File: config.mk
export PLATFORM = sky130hd
export DESIGN_NAME = true_peak_ballistic_meter
export DESIGN_NICKNAME = d
export VERILOG_FILES = /design/src/sv/tpbm_pkg.sv /design/src/sv/true_peak_ballistic_meter.sv
export SDC_FILE = /design/constraint.sdc
export NUM_CORES = 2
export LEC_CHECK = 0
export ABC_AREA = 1
export BUFFER_PORTS_ARGS = -buffer_cell sky130_fd_sc_hd__buf_2
export CORE_UTILIZATION = 44
export CTS_CLUSTER_SIZE = 28
export DETAILED_ROUTE_END_ITERATION = 16
export PLACE_DENSITY = 0.71
export SLEW_MARGIN = 20
export SYNTH_ARGS = -nofsm -noshare
export SYNTH_HDL_FRONTEND = slang
export SYNTH_SLANG_ARGS = --single-unit
File: constraint.sdc
create_clock -name clock -period 10.2 [get_ports clock]
set_input_delay 0.51 -clock clock [delete_from_list [all_inputs] [get_ports clock]]
set_output_delay 0.51 -clock clock [all_outputs]
set_load 0.02 [all_outputs]
File: src/sv/tpbm_pkg.sv
// ----------------------------------------------------------------------------
// True-peak ballistic meter package
// Word types, register and command codes, and fixed-point constants shared
// by the meter.
// ----------------------------------------------------------------------------
`timescale 1ns / 1ps

package tpbm_pkg;

   localparam int SAMPLE_W = 28;
   localparam int COEF_W   = 24;
   localparam int PEAK_W   = 29;
   localparam int PROD_W   = PEAK_W + COEF_W;
   localparam int CSR_IDX_W = 3;
   localparam int OVERSAMPLE = 4;

   localparam logic [1:0] KIND_SAMPLES = 2'd0;
   localparam logic [1:0] KIND_READ    = 2'd1;
   localparam logic [1:0] KIND_CLEAR   = 2'd2;

   localparam logic [CSR_IDX_W-1:0] REG_FAST_ATTACK  = 3'd0;
   localparam logic [CSR_IDX_W-1:0] REG_SLOW_ATTACK  = 3'd1;
   localparam logic [CSR_IDX_W-1:0] REG_DECAY_FACTOR = 3'd2;
   localparam logic [CSR_IDX_W-1:0] REG_OUTPUT_GAIN  = 3'd3;
   localparam logic [CSR_IDX_W-1:0] REG_PEAK_ONLY    = 3'd4;

   localparam logic [COEF_W-1:0] FAST_ATTACK_RST  = 24'd349525;
   localparam logic [COEF_W-1:0] SLOW_ATTACK_RST  = 24'd1502968;
   localparam logic [COEF_W-1:0] DECAY_FACTOR_RST = 24'd16776604;
   localparam logic [COEF_W-1:0] OUTPUT_GAIN_RST  = 24'd8422163;

   localparam logic [SAMPLE_W-1:0] LEVEL_LIMIT = 28'd167772160;
   localparam logic [SAMPLE_W-1:0] MAG_MAX     = 28'd134217728;

   typedef struct packed {
      logic [1:0]                 kind;
      logic signed [SAMPLE_W-1:0] sample_0;
      logic signed [SAMPLE_W-1:0] sample_1;
      logic signed [SAMPLE_W-1:0] sample_2;
      logic signed [SAMPLE_W-1:0] sample_3;
   } req_type;

   typedef struct packed {
      logic [PEAK_W-1:0]   ballistic_peak;
      logic [SAMPLE_W-1:0] sample_peak;
   } rsp_type;

   function automatic logic [SAMPLE_W-1:0] magnitude(input logic [SAMPLE_W-1:0] raw);
      magnitude = raw[SAMPLE_W-1] ? (~raw + 1'b1) : raw;
   endfunction

endpackage

File: src/sv/true_peak_ballistic_meter.sv
// ----------------------------------------------------------------------------
// True-peak ballistic meter
// A sample word holds req_ready low in ballistic mode while one shared 29x24
// multiplier runs decay then eight attack steps, and in peak-only mode while the
// S_PEAK steps scan its samples. A read word passes S_RD_MUL and S_RD_PUT and
// delivers its result once the output register is free; a clear acts on acceptance.
// Synchronous active-high reset loads the register defaults, zeroes the levels
// and peaks, and leaves a restart pending.
// ----------------------------------------------------------------------------
`timescale 1ns / 1ps

module true_peak_ballistic_meter (
   input  logic                               clock,
   input  logic                               reset,
   input  logic                               req_valid,
   output logic                               req_ready,
   input  tpbm_pkg::req_type                  req_data,
   output logic                               rsp_valid,
   input  logic                               rsp_ready,
   output tpbm_pkg::rsp_type                  rsp_data,
   input  logic                               csr_write_en,
   input  logic [tpbm_pkg::CSR_IDX_W-1:0]     csr_index,
   input  logic [tpbm_pkg::COEF_W-1:0]        csr_wdata
);
   import tpbm_pkg::*;

   localparam logic [2:0] S_IDLE   = 3'd0;
   localparam logic [2:0] S_RUN    = 3'd1;
   localparam logic [2:0] S_PEAK   = 3'd2;
   localparam logic [2:0] S_RD_MUL = 3'd3;
   localparam logic [2:0] S_RD_PUT = 3'd4;

   localparam logic [3:0] RUN_LAST  = 4'd11;
   localparam logic [3:0] PEAK_LAST = 4'(OVERSAMPLE - 1);

   logic [2:0]          state_ff, state_in;
   logic [3:0]          step_ff, step_in;
   logic                restart_ff, restart_in;
   logic [SAMPLE_W-1:0] fast_level_ff, fast_level_in;
   logic [SAMPLE_W-1:0] slow_level_ff, slow_level_in;
   logic [PEAK_W-1:0]   level_max_ff, level_max_in;
   logic [SAMPLE_W-1:0] sample_max_ff, sample_max_in;
   logic [SAMPLE_W-1:0] mag_ff [OVERSAMPLE];
   logic [SAMPLE_W-1:0] mag_in [OVERSAMPLE];
   logic [SAMPLE_W-1:0] slow_mag_ff, slow_mag_in;
   logic [PROD_W-1:0]   prod_ff, prod_in;
   logic                rsp_valid_ff, rsp_valid_in;
   rsp_type             rsp_data_ff, rsp_data_in;

   logic [COEF_W-1:0]   fast_attack_ff, fast_attack_in;
   logic [COEF_W-1:0]   slow_attack_ff, slow_attack_in;
   logic [COEF_W-1:0]   decay_factor_ff, decay_factor_in;
   logic [COEF_W-1:0]   output_gain_ff, output_gain_in;
   logic                peak_only_ff, peak_only_in;

   logic                req_fire;
   logic [PEAK_W-1:0]   mul_a;
   logic [COEF_W-1:0]   mul_b;
   logic [SAMPLE_W-1:0] prod_lvl;
   logic [PEAK_W-1:0]   prod_peak;
   logic [PEAK_W-1:0]   level_sum;

   assign req_ready = (state_ff == S_IDLE);
   assign req_fire  = req_valid && req_ready;
   assign rsp_valid = rsp_valid_ff;
   assign rsp_data  = rsp_data_ff;

   assign prod_lvl  = prod_ff[COEF_W +: SAMPLE_W];
   assign prod_peak = prod_ff[COEF_W +: PEAK_W];
   assign level_sum = {1'b0, fast_level_ff} + {1'b0, slow_level_ff};

   // Shared multiplier: even steps serve the fast level, odd steps the slow one.
   always_comb begin
      mul_a = level_max_ff;
      mul_b = output_gain_ff;
      if (state_ff == S_RUN) begin
         if (!step_ff[0]) begin
            if (step_ff == 4'd0) begin
               mul_a = {1'b0, fast_level_ff};
               mul_b = decay_factor_ff;
            end else begin
               mul_a = {1'b0, mag_ff[0] - fast_level_ff};
               mul_b = fast_attack_ff;
            end
         end else begin
            if (step_ff == 4'd1) begin
               mul_a = {1'b0, slow_level_ff};
               mul_b = decay_factor_ff;
            end else begin
               mul_a = {1'b0, mag_ff[0] - slow_level_ff};
               mul_b = slow_attack_ff;
            end
         end
      end
      prod_in = PROD_W'(mul_a) * PROD_W'(mul_b);
   end

   always_comb begin
      fast_attack_in  = fast_attack_ff;
      slow_attack_in  = slow_attack_ff;
      decay_factor_in = decay_factor_ff;
      output_gain_in  = output_gain_ff;
      peak_only_in    = peak_only_ff;
      if (csr_write_en) begin
         unique case (csr_index)
            REG_FAST_ATTACK:  fast_attack_in  = csr_wdata;
            REG_SLOW_ATTACK:  slow_attack_in  = csr_wdata;
            REG_DECAY_FACTOR: decay_factor_in = csr_wdata;
            REG_OUTPUT_GAIN:  output_gain_in  = csr_wdata;
            REG_PEAK_ONLY:    peak_only_in    = csr_wdata[0];
            default: ;
         endcase
      end
   end

   always_comb begin
      state_in      = state_ff;
      step_in       = step_ff;
      restart_in    = restart_ff;
      fast_level_in = fast_level_ff;
      slow_level_in = slow_level_ff;
      level_max_in  = level_max_ff;
      sample_max_in = sample_max_ff;
      mag_in        = mag_ff;
      slow_mag_in   = slow_mag_ff;
      rsp_data_in   = rsp_data_ff;
      rsp_valid_in  = rsp_valid_ff && !rsp_ready;

      unique case (state_ff)
         S_IDLE: begin
            if (req_fire) begin
               unique case (req_data.kind)
                  KIND_SAMPLES: begin
                     mag_in[0] = magnitude(req_data.sample_0);
                     mag_in[1] = magnitude(req_data.sample_1);
                     mag_in[2] = magnitude(req_data.sample_2);
                     mag_in[3] = magnitude(req_data.sample_3);
                     if (restart_ff) begin
                        level_max_in  = '0;
                        sample_max_in = '0;
                        restart_in    = 1'b0;
                     end
                     step_in  = '0;
                     state_in = peak_only_ff ? S_PEAK : S_RUN;
                  end
                  KIND_READ: begin
                     restart_in = 1'b1;
                     state_in   = S_RD_MUL;
                  end
                  KIND_CLEAR: begin
                     level_max_in  = '0;
                     sample_max_in = '0;
                     restart_in    = 1'b1;
                  end
                  default: ;
               endcase
            end
         end
         S_RUN: begin
            step_in = step_ff + 4'd1;
            if (step_ff == RUN_LAST) begin
               if (level_sum > level_max_ff) begin
                  level_max_in = level_sum;
               end
               if (fast_level_ff > LEVEL_LIMIT) begin
                  fast_level_in = LEVEL_LIMIT;
               end
               if (slow_level_ff > LEVEL_LIMIT) begin
                  slow_level_in = LEVEL_LIMIT;
               end
               state_in = S_IDLE;
            end else if (step_ff[0]) begin
               if (step_ff == 4'd1) begin
                  fast_level_in = prod_lvl;
               end else begin
                  if (mag_ff[0] > fast_level_ff) begin
                     fast_level_in = fast_level_ff + prod_lvl;
                  end
                  slow_mag_in = mag_ff[0];
                  for (int i = 0; i < OVERSAMPLE; i++) begin
                     mag_in[i] = mag_ff[(i + 1) % OVERSAMPLE];
                  end
               end
            end else if (step_ff == 4'd2) begin
               slow_level_in = prod_lvl;
            end else if (step_ff != 4'd0) begin
               if (slow_mag_ff > slow_level_ff) begin
                  slow_level_in = slow_level_ff + prod_lvl;
               end
               if (slow_mag_ff > sample_max_ff) begin
                  sample_max_in = slow_mag_ff;
               end
            end
         end
         S_PEAK: begin
            if ({1'b0, mag_ff[0]} > level_max_ff) begin
               level_max_in = {1'b0, mag_ff[0]};
            end
            if (mag_ff[0] > sample_max_ff) begin
               sample_max_in = mag_ff[0];
            end
            for (int i = 0; i < OVERSAMPLE; i++) begin
               mag_in[i] = mag_ff[(i + 1) % OVERSAMPLE];
            end
            step_in = step_ff + 4'd1;
            if (step_ff == PEAK_LAST) begin
               state_in = S_IDLE;
            end
         end
         S_RD_MUL: begin
            state_in = S_RD_PUT;
         end
         S_RD_PUT: begin
            if (!rsp_valid_ff || rsp_ready) begin
               rsp_valid_in               = 1'b1;
               rsp_data_in.ballistic_peak = peak_only_ff ? level_max_ff : prod_peak;
               rsp_data_in.sample_peak    = sample_max_ff;
               state_in                   = S_IDLE;
            end
         end
         default: begin
            state_in = S_IDLE;
         end
      endcase
   end

   always_ff @(posedge clock) begin
      if (reset) begin
         state_ff        <= S_IDLE;
         step_ff         <= '0;
         restart_ff      <= 1'b1;
         fast_level_ff   <= '0;
         slow_level_ff   <= '0;
         level_max_ff    <= '0;
         sample_max_ff   <= '0;
         rsp_valid_ff    <= 1'b0;
         fast_attack_ff  <= FAST_ATTACK_RST;
         slow_attack_ff  <= SLOW_ATTACK_RST;
         decay_factor_ff <= DECAY_FACTOR_RST;
         output_gain_ff  <= OUTPUT_GAIN_RST;
         peak_only_ff    <= 1'b0;
      end else begin
         state_ff        <= state_in;
         step_ff         <= step_in;
         restart_ff      <= restart_in;
         fast_level_ff   <= fast_level_in;
         slow_level_ff   <= slow_level_in;
         level_max_ff    <= level_max_in;
         sample_max_ff   <= sample_max_in;
         rsp_valid_ff    <= rsp_valid_in;
         fast_attack_ff  <= fast_attack_in;
         slow_attack_ff  <= slow_attack_in;
         decay_factor_ff <= decay_factor_in;
         output_gain_ff  <= output_gain_in;
         peak_only_ff    <= peak_only_in;
      end
   end

   always_ff @(posedge clock) begin
      mag_ff      <= mag_in;
      slow_mag_ff <= slow_mag_in;
      prod_ff     <= prod_in;
      rsp_data_ff <= rsp_data_in;
   end

   assert property (@(posedge clock) disable iff (reset)
      (state_ff == S_IDLE) |-> (fast_level_ff <= LEVEL_LIMIT))
      else $error("Fast level above its limit while idle.");

   assert property (@(posedge clock) disable iff (reset)
      (state_ff == S_IDLE) |-> (slow_level_ff <= LEVEL_LIMIT))
      else $error("Slow level above its limit while idle.");

   assert property (@(posedge clock) disable iff (reset)
      sample_max_ff <= MAG_MAX)
      else $error("Sample peak exceeds the largest magnitude.");

   assert property (@(posedge clock) disable iff (reset)
      (req_fire && (req_data.kind == KIND_READ) && !rsp_valid_ff) |-> ##3 rsp_valid_ff)
      else $error("Read word did not deliver its result.");

endmodule

==> metrics.md <==
| Metric | Value |
|---|---|
| Outcome | finished clean |
| Die height | ~360 um |
| DP Wirelength | around 180000 um |
| Clock-pin slew on the worst setup and hold paths | approximately 70 ps |
| Die W | roughly 360 um |
| Number of synthesized register bits | around 450 |
| First-pass GRT wire length | approximately 340000 um |
| Compound-gate portion of the synthesized area | between 10% and 20% |
| DRC Markers | 0 |
| Post-CTS resize count | 0 |
| Largest cells by area after synthesis | fa_1 (21%), edfxtp_1 (11%), ha_1 (10%), nand2_1 (9.5%), dfxtp_1 (8.9%) |
| RR Endpoint | prod_ff[33]$_DFF_P_ |
| Max_slew headroom | a little over a quarter |
| Area growth, synth to finish | 9.19% |
| Nets | 8797 |
| YS warnings | 0 |
| Synth area leader | fa_1 |
| Final Skew | around 29 ps |
| Worst Setup End Kind | flop |
| Hold path depth | 3 |
| Pre-CTS setup slack | between 600 and 700 ps |
| Post-CTS Setup Bufs | 0 |
| Largest family of logic cells by synthesized area | adder cells |
| Reg2Reg Launch Point | step_ff[0]$_SDFFE_PP0P_ |
| Min-Delay Path Class | primary input to flop |
| Total negative slack | 0 ps |
| Post-synth top cells | nand2_1 (1399), inv_1 (1217), nor2_1 (947) |
| Synth cell types | 70 |
| Final min period | between 9000 and 10000 ps |
| Max Freq | a little over 100 MHz |
| Fin util | between 40% and 50% |
| CP Max Fanout | 37 |
| PortBufs | around 200 |
| Mapped Nets | 8654 |
| Crit Path Class | flop to flop |
| Cells on worst reg2reg path | 30 |
| Core area | 125000 um2 |
| Fraction of registers with async set/reset | 0% |
| Synth Flop Type | dfxtp_1 |
| Mean area per synthesized cell | about 7.5 um2 |
| Fin. max-slew vios | 0 |
| Max incr delay on CP | 910 ps |
| Critical path's slowest cell | a31oi_2 |
| CTS root buf | clkbuf_16 |
| Total gr overflow | 0 |
| Fin. Hold Viols | 0 |
| WL final | roughly 230000 um |
| Multiplexer share of the synthesized area | 0% |
| Share of cells above drive strength 1 | 7.49% |
| Req. time, crit path | around 11000 ps |
| Worst-Skew Late Latency | between 600 and 700 ps |
| RSZ-0062 raised after global routing | no |
| Largest net degree at the start of global routing | between 90 and 100 |
| Final setup margin | ~350 ps |
| Max Cap Viol | 0 |
| CTS HTree Levels | 2 |
| Initial DRT Pass Iterations | 9 |
| Slew @ Worst Pin | between 1000 and 1500 ps |
| Wire length per cell | between 20 and 25 um |
| Mapped cell area | 55600 um2 |
| GR Util All Layers | 35.4% |
| Worst R2R Setup Slack | 350 ps |
| Cts bufs inserted | 50 |
| Hold_sp | csr_wdata[12] |
| Number of enable flip-flop cells after synthesis | 197 |
| Routed Antenna Nets | 0 |
| Clock Tree Buf Depth | 3 |
| Vias in the first global route | between 50000 and 60000 |
| Initial antenna violation count | 11 |
| Post-synthesis adder-cell area fraction | 31.9% |
| Rows | 130 |
| Worst Hold Endpoint | decay_factor_ff[12]$_SDFFE_PP1P_ |
| # clock sinks | approximately 450 |
| Setup-failing EPs final | 0 |
| Worst setup SP type | flop |
| Via/cell ratio | between 5 and 6 |
| Worst path arrival time | around 10000 ps |
| Post-Synth Simple-Gate Area | between 20% and 30% |
| Drt initial violations | 6654 |
| Vias | between 50000 and 60000 |
| Die area | 128000 um2 |
| Synth Area in XOR/XNOR | 2.55% |
| Most numerous cell in the Yosys netlist | nand2_1 |
| Starting Density | 44.3% |
| Seq/Total Area, Yosys | between 15 and 20% |
| Syn Inst Count | 7447 |
| Area share of the largest cell type after synthesis | 21.5% |
| GPL Wtd Cong | approximately 1.1 |
| CTS Hold Bufs | 0 |
| Fin crit share | a little over nine tenths |
| # IOs | around 210 |
| CTS tree | yes |
[layer usage]
| layer | wire [um] | share of wire [%] | track usage [%] | vias up |
|---|---|---|---|---|
| li1 | - | - | - | 24277 |
| met3 | 28200 | 12 | 10.3 | 609 |
| met5 | 49 | 0.021 | 0 | - |
| met2 | 95700 | 42 | 52.0 | 3224 |
| met1 | 93200 | 41 | 47.9 | 26094 |
| met4 | 12300 | 5.4 | 16.1 | 8 |
[state kept, by name (all words and copies together) (netlist names), 28 cells and up]
signal	count
slow_level_ff	28
rsp_data	57
prod_ff	29
fast_level_ff	28
sample_max_ff	28
level_max_ff	29
slow_mag_ff	28
mag_ff	112
[worst max path at each step]
stage | from | endpoint | slack [ps] | cells past startpoint
3_5_place_dp | step_ff[0]$_SDFFE_PP0P_ | prod_ff[33]$_DFF_P_ | 650 | 30
2_1_floorplan | mag_ff[84]$_DFFE_PP_ | prod_ff[44]$_DFF_P_ | 2510 | 33
5_1_grt | step_ff[0]$_SDFFE_PP0P_ | prod_ff[33]$_DFF_P_ | 230 | 30
4_1_cts | step_ff[0]$_SDFFE_PP0P_ | prod_ff[33]$_DFF_P_ | 620 | 30
6_report | step_ff[0]$_SDFFE_PP0P_ | prod_ff[33]$_DFF_P_ | 350 | 30
3_3_place_gp | step_ff[0]$_SDFFE_PP0P_ | prod_ff[33]$_DFF_P_ | 610 | 30
[area by class of cell]
cell class,instances,area [um2]
timing repair buffer,368,2290
inverter,1242,4670
clock inverter,33,454
sequential,445,10900
fill,12430,64700
clock buffer,61,1400
antenna,7,17.5
multi-input combinational,5483,38900
tap,1650,2060
[metrics by stage]
| stage | hold slack (ps) | instance area [um2] | cells |
|---|---|---|---|
| after floorplan | 408 | 55600 | 7447 |
| after global placement | 417 | 58800 | 9188 |
| after detailed placement | 422 | 58800 | 9188 |
| after CTS | 94.2 | 60600 | 9282 |
| after global routing | 139 | 60700 | 9282 |
| final | 115 | 60700 | 9289 |
[layout by cell type, fill, tap and decap left out, drive strengths merged, types with 5 or more instances in the layout]
master	netlist	final
a21oi	493	493
o211ai	43	43
nand2	1404	1404
nor3	80	80
a21boi	13	13
ha	465	465
o21a	31	31
a31oi	54	54
dfxtp	248	248
inv	1235	1243
o221ai	7	7
a31o	5	5
a211oi	16	16
clkinvlp	0	5
nand3	284	284
clkinv	7	19
o21ai	523	523
edfxtp	197	197
nand4	211	211
a21o	17	17
buf	128	368
xnor2	50	50
and2	7	7
clkbuf	149	61
diode	0	7
o31ai	8	8
o22ai	13	13
xor2	112	112
or2	21	21
nor4	28	28
bufinv	0	8
nor2	955	955
o21bai	17	17
fa	596	596
nand3b	8	8
[kinds of logic (layout without fill, tap and decap cells)]
kind of cell    count (synthesis)  in the layout
buf+inv                      1519           1704
fa+ha+maj                    1061           1061
flops                         445            445
compound gates               1256           1256
other cells                     0              7
xor+xnor                      162            162
simple gates                 3004           3004
[worst max-delay path, delay by kind of cell, from the launching register on]
kind | cells | cell delay, ps
adder cells (fa/ha/maj) | 9 | 4050
buffers and inverters | 9 | 2230
AND/OR/NAND/NOR | 9 | 1510
AO/OA/AOI/OAI | 2 | 1180
flip-flops | 1 | 400
XOR/XNOR | 1 | 290
Power is not shown: default switching activity piles up to over one toggle a cycle in this logic, so the estimate is an artifact.
